===== config.mk =====
export PLATFORM = sky130hd
export DESIGN_NAME = framed_message_header_parser_core
export DESIGN_NICKNAME = d
export VERILOG_FILES = /design/src/sv/fmhp_pkg.sv /design/src/sv/fmhp_parse.sv /design/src/sv/fmhp_out_slice.sv /design/src/sv/framed_message_header_parser_core.sv
export SDC_FILE = /design/constraint.sdc
export NUM_CORES = 1
export LEC_CHECK = 0
export BUFFER_PORTS_ARGS = -buffer_cell sky130_fd_sc_hd__buf_2
export CELL_PAD_IN_SITES_DETAIL_PLACEMENT = 1
export CELL_PAD_IN_SITES_GLOBAL_PLACEMENT = 1
export CORE_MARGIN = 1.5
export CORE_UTILIZATION = 40
export DETAILED_ROUTE_END_ITERATION = 8
export PLACE_DENSITY = 0.64
export SLEW_MARGIN = 15
export SYNTH_ARGS = -nofsm -noshare
export SYNTH_HDL_FRONTEND = slang
export SYNTH_HIERARCHICAL = 1
export SYNTH_SLANG_ARGS = --single-unit

===== constraint.sdc =====
create_clock -name clk_i -period 44 [get_ports clk_i]
set_clock_uncertainty 0.05 [all_clocks]
set_input_delay 2.2 -clock clk_i [delete_from_list [all_inputs] [get_ports clk_i]]
set_output_delay 2.2 -clock clk_i [all_outputs]
set_load 0.02 [all_outputs]

===== src/sv/fmhp_pkg.sv =====
package fmhp_pkg;

  // Header layout
  localparam int HdrBytes = 28;

  // Result kinds, carried on tuser
  typedef enum logic [1:0] {
    KIND_HEADER  = 2'd0,
    KIND_PAYLOAD = 2'd1,
    KIND_STATUS  = 2'd2
  } fmhp_kind_e;

  // Frame status codes
  typedef enum logic [2:0] {
    ST_OK       = 3'd0,
    ST_SHORT    = 3'd1,
    ST_VERSION  = 3'd2,
    ST_HDRLEN   = 3'd3,
    ST_PAYSHORT = 3'd4,
    ST_TRAILING = 3'd5
  } fmhp_status_e;

  // Configuration register indexes
  localparam logic CFG_EXPECTED_VERSION = 1'b0;
  localparam logic CFG_LITTLE_ENDIAN    = 1'b1;

  // One result item
  typedef struct packed {
    fmhp_kind_e   kind;
    logic [7:0]   version;
    logic [7:0]   message_type;
    logic [7:0]   flag_bits;
    logic [31:0]  session_id;
    logic [31:0]  ue_id;
    logic [31:0]  sequence_number;
    logic [63:0]  timestamp_ms;
    logic [31:0]  payload_length;
    logic [7:0]   payload_byte;
    logic         frame_done;
    fmhp_status_e status;
  } fmhp_result_t;

endpackage


===== src/sv/fmhp_parse.sv =====
module fmhp_parse
  import fmhp_pkg::*;
(
  input  logic         clk_i,
  input  logic         rst_ni,
  input  logic         accept_i,
  input  logic [7:0]   byte_i,
  input  logic         eof_i,
  input  logic [7:0]   expected_version_i,
  input  logic         little_endian_i,
  output logic         res_valid_o,
  output fmhp_result_t res_o
);

  localparam logic [1:0] PH_HEADER   = 2'd0;
  localparam logic [1:0] PH_PAYLOAD  = 2'd1;
  localparam logic [1:0] PH_TRAILING = 2'd2;
  localparam logic [1:0] PH_DROPPING = 2'd3;

  localparam logic [4:0] LastIdx = 5'(HdrBytes - 1);

  logic [1:0]   phase_q, phase_d;
  logic [4:0]   idx_q, idx_d;
  logic [31:0]  rem_q, rem_d;
  fmhp_status_e pend_q, pend_d;
  logic [7:0]   ver_q, ver_d, type_q, type_d, flags_q, flags_d, hlen_q, hlen_d;
  logic [31:0]  sess_q, sess_d, ue_q, ue_d, seq_q, seq_d, plen_q, plen_d;
  logic [63:0]  ts_q, ts_d;
  logic         clear;
  logic [31:0]  rem_dec;
  fmhp_status_e hdr_err;

  // Place one byte into a 32-bit field
  function automatic logic [31:0] put32(logic [31:0] old, logic [7:0] b,
                                        logic [1:0] k, logic le);
    if (le) begin
      return old | ({24'd0, b} << {k, 3'b000});
    end
    return {old[23:0], b};
  endfunction

  // Place one byte into a 64-bit field
  function automatic logic [63:0] put64(logic [63:0] old, logic [7:0] b,
                                        logic [2:0] k, logic le);
    if (le) begin
      return old | ({56'd0, b} << {k, 3'b000});
    end
    return {old[55:0], b};
  endfunction

  // Route the header byte to its field
  always_comb begin
    ver_d   = ver_q;
    type_d  = type_q;
    flags_d = flags_q;
    hlen_d  = hlen_q;
    sess_d  = sess_q;
    ue_d    = ue_q;
    seq_d   = seq_q;
    ts_d    = ts_q;
    plen_d  = plen_q;
    if (idx_q == 5'd0) begin
      ver_d = byte_i;
    end else if (idx_q == 5'd1) begin
      type_d = byte_i;
    end else if (idx_q == 5'd2) begin
      flags_d = byte_i;
    end else if (idx_q == 5'd3) begin
      hlen_d = byte_i;
    end else if (idx_q < 5'd8) begin
      sess_d = put32(sess_q, byte_i, idx_q[1:0], little_endian_i);
    end else if (idx_q < 5'd12) begin
      ue_d = put32(ue_q, byte_i, idx_q[1:0], little_endian_i);
    end else if (idx_q < 5'd16) begin
      seq_d = put32(seq_q, byte_i, idx_q[1:0], little_endian_i);
    end else if (idx_q < 5'd24) begin
      ts_d = put64(ts_q, byte_i, idx_q[2:0], little_endian_i);
    end else begin
      plen_d = put32(plen_q, byte_i, idx_q[1:0], little_endian_i);
    end
  end

  // Header checks, version first
  always_comb begin
    if (ver_q != expected_version_i) begin
      hdr_err = ST_VERSION;
    end else if (hlen_q != 8'(HdrBytes)) begin
      hdr_err = ST_HDRLEN;
    end else begin
      hdr_err = ST_OK;
    end
  end

  assign rem_dec = (rem_q != 32'd0) ? rem_q - 32'd1 : rem_q;

  // Frame sequencing and result build
  always_comb begin
    phase_d     = phase_q;
    idx_d       = idx_q;
    rem_d       = rem_q;
    pend_d      = pend_q;
    clear       = 1'b0;
    res_valid_o = 1'b0;
    res_o       = '0;
    unique case (phase_q)
      PH_HEADER: begin
        idx_d = idx_q + 5'd1;
        if (idx_q != LastIdx) begin
          if (eof_i) begin
            res_valid_o     = 1'b1;
            res_o.kind       = KIND_STATUS;
            res_o.frame_done = 1'b1;
            res_o.status     = ST_SHORT;
            clear            = 1'b1;
          end
        end else if (hdr_err != ST_OK) begin
          if (eof_i) begin
            res_valid_o      = 1'b1;
            res_o.kind       = KIND_STATUS;
            res_o.frame_done = 1'b1;
            res_o.status     = hdr_err;
            clear            = 1'b1;
          end else begin
            pend_d  = hdr_err;
            phase_d = PH_DROPPING;
          end
        end else begin
          res_valid_o           = 1'b1;
          res_o.kind            = KIND_HEADER;
          res_o.version         = ver_q;
          res_o.message_type    = type_q;
          res_o.flag_bits       = flags_q;
          res_o.session_id      = sess_q;
          res_o.ue_id           = ue_q;
          res_o.sequence_number = seq_q;
          res_o.timestamp_ms    = ts_q;
          res_o.payload_length  = plen_d;
          if (eof_i) begin
            res_o.frame_done = 1'b1;
            res_o.status     = (plen_d == 32'd0) ? ST_OK : ST_PAYSHORT;
            clear            = 1'b1;
          end else begin
            rem_d   = plen_d;
            phase_d = (plen_d == 32'd0) ? PH_TRAILING : PH_PAYLOAD;
          end
        end
      end
      PH_PAYLOAD: begin
        rem_d              = rem_dec;
        res_valid_o        = 1'b1;
        res_o.kind         = KIND_PAYLOAD;
        res_o.payload_byte = byte_i;
        if (eof_i) begin
          res_o.frame_done = 1'b1;
          res_o.status     = (rem_dec == 32'd0) ? ST_OK : ST_PAYSHORT;
          clear            = 1'b1;
        end else if (rem_dec == 32'd0) begin
          phase_d = PH_TRAILING;
        end
      end
      PH_TRAILING: begin
        pend_d = ST_TRAILING;
        if (eof_i) begin
          res_valid_o      = 1'b1;
          res_o.kind       = KIND_STATUS;
          res_o.frame_done = 1'b1;
          res_o.status     = ST_TRAILING;
          clear            = 1'b1;
        end
      end
      PH_DROPPING: begin
        if (eof_i) begin
          res_valid_o      = 1'b1;
          res_o.kind       = KIND_STATUS;
          res_o.frame_done = 1'b1;
          res_o.status     = pend_q;
          clear            = 1'b1;
        end
      end
      default: begin
        phase_d = PH_HEADER;
      end
    endcase
    // Results only for accepted transfers
    res_valid_o = res_valid_o & accept_i;
  end

  // Frame state, back to the start of a frame after each frame end
  always_ff @(posedge clk_i or negedge rst_ni) begin
    if (!rst_ni) begin
      phase_q <= PH_HEADER;
      idx_q   <= 5'd0;
      rem_q   <= 32'd0;
      pend_q  <= ST_OK;
      ver_q   <= 8'd0;
      type_q  <= 8'd0;
      flags_q <= 8'd0;
      hlen_q  <= 8'd0;
      sess_q  <= 32'd0;
      ue_q    <= 32'd0;
      seq_q   <= 32'd0;
      ts_q    <= 64'd0;
      plen_q  <= 32'd0;
    end else if (accept_i) begin
      if (clear) begin
        phase_q <= PH_HEADER;
        idx_q   <= 5'd0;
        rem_q   <= 32'd0;
        pend_q  <= ST_OK;
        ver_q   <= 8'd0;
        type_q  <= 8'd0;
        flags_q <= 8'd0;
        hlen_q  <= 8'd0;
        sess_q  <= 32'd0;
        ue_q    <= 32'd0;
        seq_q   <= 32'd0;
        ts_q    <= 64'd0;
        plen_q  <= 32'd0;
      end else begin
        phase_q <= phase_d;
        idx_q   <= idx_d;
        rem_q   <= rem_d;
        pend_q  <= pend_d;
        if (phase_q == PH_HEADER) begin
          ver_q   <= ver_d;
          type_q  <= type_d;
          flags_q <= flags_d;
          hlen_q  <= hlen_d;
          sess_q  <= sess_d;
          ue_q    <= ue_d;
          seq_q   <= seq_d;
          ts_q    <= ts_d;
          plen_q  <= plen_d;
        end
      end
    end
  end

endmodule


===== src/sv/fmhp_out_slice.sv =====
module fmhp_out_slice
  import fmhp_pkg::*;
(
  input  logic         clk_i,
  input  logic         rst_ni,
  input  logic         push_i,
  input  fmhp_result_t data_i,
  output logic         ready_o,
  output logic         valid_o,
  input  logic         pop_ready_i,
  output fmhp_result_t data_o
);

  logic         out_valid_q, skid_valid_q;
  fmhp_result_t out_q, skid_q;
  logic         pop;

  assign pop     = out_valid_q & pop_ready_i;
  assign ready_o = ~skid_valid_q;
  assign valid_o = out_valid_q;
  assign data_o  = out_q;

  // Control: output register backed by one skid entry
  always_ff @(posedge clk_i or negedge rst_ni) begin
    if (!rst_ni) begin
      out_valid_q  <= 1'b0;
      skid_valid_q <= 1'b0;
    end else if (skid_valid_q) begin
      if (pop) begin
        skid_valid_q <= 1'b0;
      end
    end else if (push_i) begin
      if (out_valid_q && !pop) begin
        skid_valid_q <= 1'b1;
      end else begin
        out_valid_q <= 1'b1;
      end
    end else if (pop) begin
      out_valid_q <= 1'b0;
    end
  end

  // Payload: move skid forward or load a new transfer
  always_ff @(posedge clk_i) begin
    if (skid_valid_q) begin
      if (pop) begin
        out_q <= skid_q;
      end
    end else if (push_i) begin
      if (out_valid_q && !pop) begin
        skid_q <= data_i;
      end else begin
        out_q <= data_i;
      end
    end
  end

endmodule


===== src/sv/framed_message_header_parser_core.sv =====
// Framed message header parser. Takes one frame byte per transfer with tlast on the last
// byte, gathers the 28-byte header, checks version and header length, then emits one
// decoded header transfer and passes the declared payload bytes through; the transfer
// that closes a frame carries tlast and a status. Bad-header and trailing bytes are
// dropped and reported by a status-only transfer at frame end. The block takes one byte
// every cycle while tready is high: each byte costs one field shift and one counter
// update between the frame state and output registers; a two-entry output stage keeps
// input flowing until both entries fill and tready drops. There is no reset sweep.
module framed_message_header_parser_core
  import fmhp_pkg::*;
(
  input  logic         clk_i,
  input  logic         rst_ni,
  // Configuration writes
  input  logic         cfg_we_i,
  input  logic         cfg_index_i,
  input  logic [7:0]   cfg_data_i,
  // Byte input
  input  logic         s_axis_tvalid,
  output logic         s_axis_tready,
  input  logic [7:0]   s_axis_tdata,   // [7:0] frame_byte
  input  logic         s_axis_tlast,   // end_of_frame
  // Result output
  output logic         m_axis_tvalid,
  input  logic         m_axis_tready,
  // [7:0] version, [15:8] message_type, [23:16] flag_bits, [55:24] session_id,
  // [87:56] ue_id, [119:88] sequence_number, [183:120] timestamp_ms,
  // [215:184] payload_length, [223:216] payload_byte, [226:224] status, rest zero
  output logic [231:0] m_axis_tdata,
  output logic         m_axis_tlast,   // frame_done
  output logic [1:0]   m_axis_tuser    // [1:0] kind
);

  logic [7:0]   exp_ver_q;
  logic         little_endian_q;
  logic         accept;
  logic         res_valid;
  fmhp_result_t res, out;

  // Configuration registers
  always_ff @(posedge clk_i or negedge rst_ni) begin
    if (!rst_ni) begin
      exp_ver_q       <= 8'd1;
      little_endian_q <= 1'b0;
    end else if (cfg_we_i) begin
      unique case (cfg_index_i)
        CFG_EXPECTED_VERSION: exp_ver_q       <= cfg_data_i;
        CFG_LITTLE_ENDIAN:    little_endian_q <= cfg_data_i[0];
        default: ;
      endcase
    end
  end

  assign accept = s_axis_tvalid & s_axis_tready;

  fmhp_parse u_parse (
    .clk_i              (clk_i),
    .rst_ni             (rst_ni),
    .accept_i           (accept),
    .byte_i             (s_axis_tdata),
    .eof_i              (s_axis_tlast),
    .expected_version_i (exp_ver_q),
    .little_endian_i    (little_endian_q),
    .res_valid_o        (res_valid),
    .res_o              (res)
  );

  fmhp_out_slice u_out (
    .clk_i       (clk_i),
    .rst_ni      (rst_ni),
    .push_i      (res_valid),
    .data_i      (res),
    .ready_o     (s_axis_tready),
    .valid_o     (m_axis_tvalid),
    .pop_ready_i (m_axis_tready),
    .data_o      (out)
  );

  // Pack the result onto the stream
  assign m_axis_tdata = {5'd0, out.status, out.payload_byte, out.payload_length,
                         out.timestamp_ms, out.sequence_number, out.ue_id,
                         out.session_id, out.flag_bits, out.message_type, out.version};
  assign m_axis_tlast = out.frame_done;
  assign m_axis_tuser = out.kind;

endmodule


# [Word-level counts from Yosys, hierarchy flattened]
# Cells that the tools add are included.
[word_totals] reg_bits=737 out_inout_bits=237 word_cells=290
[op_classes] addsub=2 magnitude_cmp=4 n_eq_ne=25 shifts=2 n_mux=166 bitwise_logic=10 reduce_logical=40
[ops] operator="$mux 32" count=47
[ops] operator="$mux 230" count=4
[ops] operator="$mux 64" count=12
[ops] operator="$mux 216" count=3
[ops] operator="$mux 8" count=19
[ops] operator="$or 32x32->32" count=4
[ops] operator="$logic_not 32->1" count=2
[ops] operator="$or 64x64->64" count=1
[ops] operator="$pmux 32 s2" count=1
[ops] operator="$shl 8x6->64" count=1
[ops] operator="$mux 1" count=46
[ops] operator="$mux 4" count=8
[ops] operator="$reduce_bool 32->1" count=1
[ops] operator="$shl 8x5->32" count=1
[ops] operator="$sub 32x1->32 const B" count=1
[ops] operator="$mux 2" count=12
[ops] operator="$reduce_bool 2->1" count=11
[ops] operator="$mux 3" count=7
[ops] operator="$ne 2x1->1 const B" count=8
[ops] operator="$pmux 4 s4" count=1
[ops] operator="$reduce_and 5->1" count=3
[ops] operator="$ne 3x2->1 const B" count=4
[ops] operator="$reduce_and 3->1" count=4
[ops] operator="$reduce_and 6->1" count=2
[ops] operator="other kinds (32)" count=46

# [Logic depth before layout (Yosys ltp)]
[logic_depth] depth_word=27 mapped_depth=13

# [By module]
# Netlist, hierarchy kept.
[modules_own_cells] module="fmhp_out_slice" n_inst=1 cells_each=728 area_each_um2=17300.3
[modules_own_cells] module="fmhp_parse" n_inst=1 cells_each=1816 area_each_um2=15309.7
[modules_own_cells] module="framed_message_header_parser_core" n_inst=1 cells_each=28 area_each_um2=434.2

# [Worst setup path after synthesis]
# Ideal clock, no wire load.
[synth_timing] path_kind="input port to flip-flop" startpoint="in s_axis_tlast" endpoint="reg u_out/skid_q[0] (netlist name), enable pin" setup_time_ps=1106 t_arrival_ps=18582 t_required_ps=42844 slack_ps=24262 stages=6 n_path_buf=2 cell_sequence="clkbuf_1 -> o21ai_1 -> inv_1 -> clkbuf_1 -> nand2b_1 -> nor3_1"
[synth_via] elab_chain_len=6
[synth_lines] item="from (decl)" line_no="framed_message_header_parser_core.sv:22" text="input logic s_axis_tlast,"
[synth_lines] item="$mux 1 *"
[synth_lines] item="$mux 1" line_no="fmhp_parse.sv:116" text="end else if (hdr_err != ST_OK) begin"
[synth_lines] item="$mux 1" line_no="fmhp_parse.sv:108" text="if (idx_q != LastIdx) begin"
[synth_lines] item="$pmux 1 s3 *" line_no="fmhp_parse.sv:105" text="unique case (phase_q)"
[synth_lines] item="$and 1x1->1 *" line_no="fmhp_parse.sv:185" text="res_valid_o = res_valid_o & accept_i;"
[synth_lines] item="named net res_valid" line_no="framed_message_header_parser_core.sv:37" text="logic res_valid;"
[synth_lines] item="$reduce_and 3->1 (no line) *"
[synth_lines] item="to (signal assigned)" line_no="fmhp_out_slice.sv:51" text="skid_q <= data_i;"
[synth_lines] item="to (decl)" line_no="fmhp_out_slice.sv:15" text="fmhp_result_t out_q, skid_q;"
# The timed path passes the listed nets; every way through them passes the cells marked *.
# A chain may end at the register's enable or synchronous reset.

# [Worst setup path after layout]
[layout_timing] startpoint="reg u_parse.idx_q[1]" endpoint="reg u_out.out_q (netlist bit u_out/data_o[136]), enable pin"
[layout_via] elab_chain_len=6
[layout_lines] item="from (decl)" line_no="fmhp_parse.sv:23" text="logic [4:0] idx_q, idx_d;"
[layout_lines] item="from (signal assigned)" line_no="fmhp_parse.sv:221" text="idx_q <= idx_d;"
[layout_lines] item="$ne 5x5->1" line_no="fmhp_parse.sv:108"
[layout_lines] item="$mux 1" line_no="fmhp_parse.sv:108"
[layout_lines] item="$pmux 1 s3" line_no="fmhp_parse.sv:105"
[layout_lines] item="$and 1x1->1" line_no="fmhp_parse.sv:185"
[layout_lines] item="named net res_valid" line_no="framed_message_header_parser_core.sv:37"
[layout_lines] item="$reduce_bool 2->1 (no line)"
[layout_lines] item="$reduce_and 3->1 (no line)"
[layout_lines] item="to (signal assigned)" line_no="fmhp_out_slice.sv:47" text="out_q <= skid_q;"
[layout_lines] item="to (signal assigned)" line_no="fmhp_out_slice.sv:53" text="out_q <= data_i;"
[layout_lines] item="to (decl)" line_no="fmhp_out_slice.sv:15"
# The timed path passes the listed nets, and every way through them passes these cells.

==> out/results.md <==
## Finish
* **area of all sequential standard cells** 0.0208 sq mm
* **Post-Route Utilization** 46.1%
* **number of diodes added for antenna fixing** 0
* **Final Net Count** 2779
* **layout cell share with drive strength beyond 1** 25.5%
* **area of combinational cells with multiple inputs** 0.0113 sq mm
* **area added between synthesis and finish** 14.4%
* **filler instances** 8479

## CTS
* **hold buffer count at cts** 0
* **count of clock tree sinks** 737
* **setup repair bufs after CTS** 0
* **TritonCTS clock tree** yes
* **worst-skew pair later-pin latency** 640 ps
* **clk slew on worst S/H paths** 60 ps
* **number of instances resized during post-cts repair** 0
* **CTS Root Cell** sky130_fd_sc_hd__clkbuf_16
* **buffer depth of the longest clock path** 3
* **number of buffers created by CTS** 84
* **deepest level of the CTS H-tree** 3

## Detailed routing
* **per-cell routed wire length** 25.0 um
* **total DRC errors in the routed layout** 0
* **Detailed Routing Iterations Pass 1** 5
* **Vias per Instance** 5.66
* **routed wire length** 97.3 mm
* **residual antenna-violating net count after detailed routing** 0
* **Starting DRT DRC Count** 1710
* **DR vias** 22000

## GRT
* **remaining global-route overflow** 0
* **maximum number of pins on one net before global-route repair** 143
* **antenna violations before repair** 3
* **wire length of the first global-routing pass** 148 mm
* **GRT Total Usage** 22.8%
* **vias in the first global route** 23200

## Synthesis
* **EDFF count, synth** 460
* **count of cell types in the netlist** 73
* **ys flop type** sky130_fd_sc_hd__edfxtp_1
* **yosys synthesis warning count** 6
* **Mapped Area** 0.0330 sq mm
* **asr flop ratio synth** 37.6%
* **sequential-to-total area share from yosys stat** 62.8%
* **number of flip-flops and latches in the synthesized netlist** 737
* **average footprint of a synthesized cell** 12.8 sq um
* **post-synthesis cell count** 2572

## Floorplanning
* **core footprint** 0.0820 sq mm
* **Die Footprint** 0.0843 sq mm
* **Chip Width** 290 um
* **io pins** 260
* **standard-cell rows** 105
* **die extent in y** 290 um
* **initial cell density of the core** 40.3%

## Status
* **run status** finished, final reports clean

## Timing
* **max-slew violations** 0
* **WHS** 435 ps
* **Setup Viol. Count Final** 0
* **fmax** 172 MHz
* **setup repair after global routing missed its margin** no
* **Tmin final** 5800 ps
* **final hold violation count** 0
* **transition time at the pin with the least slew margin** 1140 ps
* **fin crit share** 13.2%
* **setup TNS after final layout** 0 ps
* **Slew Limit Headroom** 23.4%

## Setup path
* **crit path capture type** flop
* **worst path arrival time** 5990 ps
* **maximum fanout count along the critical path** 77
* **critical path data required time** 44190 ps
* **sort of element at the start of the critical path** flop
* **critical path class** flop to flop

## Power and ir drop
* **internal power consumption** 0.00152 W
* **worst ir drop on vdd** 0.0373 mV
* **Leakage Power** 15.8 nW
* **P per Cell Area** 61.2 mW/mm^2
* **share of total power in combinational logic** 25.6%
* **clock network fraction of design power** 29.4%
* **Reg power frac** 45.1%
* **switching portion of total power** 34.1%
* **net switching power** 0.000787 W

## Job
* **# Max-Cap Violations** 0

## Worst hold path
* **type of the tightest min-delay check** flop to flop

## Placed design
* **RD Place Congestion** 0.875
* **number of buffer cells added on primary ports** 254
* **half-perimeter wire length after detailed placement** 62.9 mm

==> cell type report <==
cell class                 count  area share, %
multi-input combinational   1608           29.9
clock inverter                42           1.01
sequential                   737           54.9
timing repair buffer         297           4.32
inverter                      23          0.228
clock buffer                 112           6.06
tap                         1070           3.54
==> stage by stage <==
| stage | instance area [sq um] | std cells | power [W] | setup WS (ps) |
|---|---|---|---|---|
| 2_1_floorplan | 33100 | 2576 | 0.00146 | 24260 |
| 3_3_place_gp | 35100 | 3735 | 0.00162 | 38260 |
| 3_5_place_dp | 35100 | 3735 | 0.00165 | 37980 |
| 4_1_cts | 37800 | 3889 | 0.00233 | 38200 |
| 5_1_grt | 37800 | 3889 | 0.00242 | 37860 |
| 6_report | 37800 | 3889 | 0.00231 | 38200 |
==> synthesized netlist by cell type (all sizes together), types with 3 or more instances <==
cell type,count,area share (%)
a211o,3,0.083
a211oi,6,0.14
a21boi,3,0.068
a21oi,334,5.1
a221o,3,0.091
a22o,13,0.34
a22oi,28,0.64
a31oi,10,0.19
and2,4,0.076
and3,188,3.6
buf,40,1.1
clkbuf,168,2.0
dfrtp,276,21
edfxtp,460,42
ha,5,0.19
inv,22,0.25
mux2,266,11
mux2i,10,0.30
nand2,130,1.5
nand2b,3,0.057
nand3,22,0.33
nand3b,17,0.39
nand4,14,0.27
nor2,129,1.5
nor2b,16,0.33
nor3,32,0.50
nor4,12,0.27
o21a,4,0.091
o21ai,111,1.7
o21bai,137,3.1
o22ai,38,0.72
o31ai,7,0.16
o41ai,3,0.080
or2,3,0.057
or3,7,0.13
or4,11,0.29
xnor2,11,0.29
==> layout by cell type (no fill, tap or decap), types with 7 or more instances in the layout <==
master	count
sky130_fd_sc_hd__inv_1	22
sky130_fd_sc_hd__clkinv_1	11
sky130_fd_sc_hd__o21ai_0	107
sky130_fd_sc_hd__a22o_1	13
sky130_fd_sc_hd__mux2_2	111
sky130_fd_sc_hd__dfrtp_1	274
sky130_fd_sc_hd__mux2i_1	10
sky130_fd_sc_hd__o31ai_1	7
sky130_fd_sc_hd__clkbuf_16	85
sky130_fd_sc_hd__nand2_1	129
sky130_fd_sc_hd__nand3_1	22
sky130_fd_sc_hd__nor3_1	30
sky130_fd_sc_hd__nand3b_1	17
sky130_fd_sc_hd__clkbuf_1	21
sky130_fd_sc_hd__or3_1	7
sky130_fd_sc_hd__nor2b_1	15
sky130_fd_sc_hd__a21oi_1	333
sky130_fd_sc_hd__xnor2_1	11
sky130_fd_sc_hd__nand4_1	14
sky130_fd_sc_hd__clkinv_2	17
sky130_fd_sc_hd__and3_1	188
sky130_fd_sc_hd__edfxtp_1	460
sky130_fd_sc_hd__a22oi_1	28
sky130_fd_sc_hd__nor4_1	11
sky130_fd_sc_hd__buf_4	42
sky130_fd_sc_hd__o21bai_1	137
sky130_fd_sc_hd__o22ai_1	38
sky130_fd_sc_hd__buf_2	252
sky130_fd_sc_hd__a31oi_1	10
sky130_fd_sc_hd__nor2_1	123
sky130_fd_sc_hd__mux2_4	155
==> final timing paths <==
check	slack (ps)	depth (start not counted)	startpoint	to
max	38200	12	u_parse/idx_q[1]	u_out/data_o[136]
min	430	2	u_parse/plen_q[31]	u_parse/plen_q[31]
max reg2reg	38200	12	u_parse/idx_q[1]	u_out/data_o[136]
min reg2reg	430	2	u_parse/plen_q[31]	u_parse/plen_q[31]
max in group asynchronous	39970	3	rst_ni	u_parse/seq_q[18]
min in group asynchronous	1530	1	rst_ni	little_endian_q
==> cells by family (layout without fill, tap and decap cells) <==
kind of cell / after synthesis / in the layout / synth area share, %
fa+ha+maj: 5 / 5 / 0.189
compound gates: 715 / 715 / 12.9
xor+xnor: 12 / 12 / 0.318
simple gates: 595 / 595 / 9.38
other cells: 1 / 5 / 0.0113
mux: 276 / 276 / 11.1
flops: 737 / 737 / 62.8
buf+inv: 231 / 474 / 3.33
==> registers in the layout (all words and copies together) (netlist names), 3 cells and up <==
name / cells
exp_ver_q: 8
u_out/data_o: 230
u_out/skid_q: 230
u_parse/flags_q: 8
u_parse/hlen_q: 8
u_parse/idx_q: 5
u_parse/pend_q: 3
u_parse/plen_q: 32
u_parse/rem_q: 32
u_parse/seq_q: 32
u_parse/sess_q: 32
u_parse/ts_q: 64
u_parse/type_q: 8
u_parse/ue_q: 32
u_parse/ver_q: 8
==> critical path, stage by stage (launching register included) <==
cell,delay (ps)
sky130_fd_sc_hd__dfrtp_1,950
sky130_fd_sc_hd__ha_1,350
sky130_fd_sc_hd__nor2b_1,350
sky130_fd_sc_hd__nand2_1,190
sky130_fd_sc_hd__nor2_4,120
sky130_fd_sc_hd__buf_4,550
sky130_fd_sc_hd__o21a_1,200
sky130_fd_sc_hd__o21ai_1,60
sky130_fd_sc_hd__buf_4,270
sky130_fd_sc_hd__inv_1,430
sky130_fd_sc_hd__nand2b_1,230
sky130_fd_sc_hd__a2bb2oi_4,760
sky130_fd_sc_hd__buf_4,740
==> layer usage <==
layer / up-vias / track usage (%) / wire, um
li1: 9968 / - / -
met1: 11300 / 31.3 / 43200
met2: 576 / 37.3 / 46500
met3: 142 / 3.21 / 4650
met4: 4 / 7.53 / 2930
met5: - / 0 / 24
==> power groups by stage <==
stage | registers, W | clock network, W | logic [W]
finish | 0.00104 | 0.000679 | 0.000591
global placement | 0.00105 | 0 | 0.000575
global route | 0.00106 | 0.000721 | 0.000637
floorplan | 0.00111 | 0 | 0.000348
detailed placement | 0.00105 | 0 | 0.000592
CTS | 0.00104 | 0.000697 | 0.000595
Power figures use the tool's default switching activity.
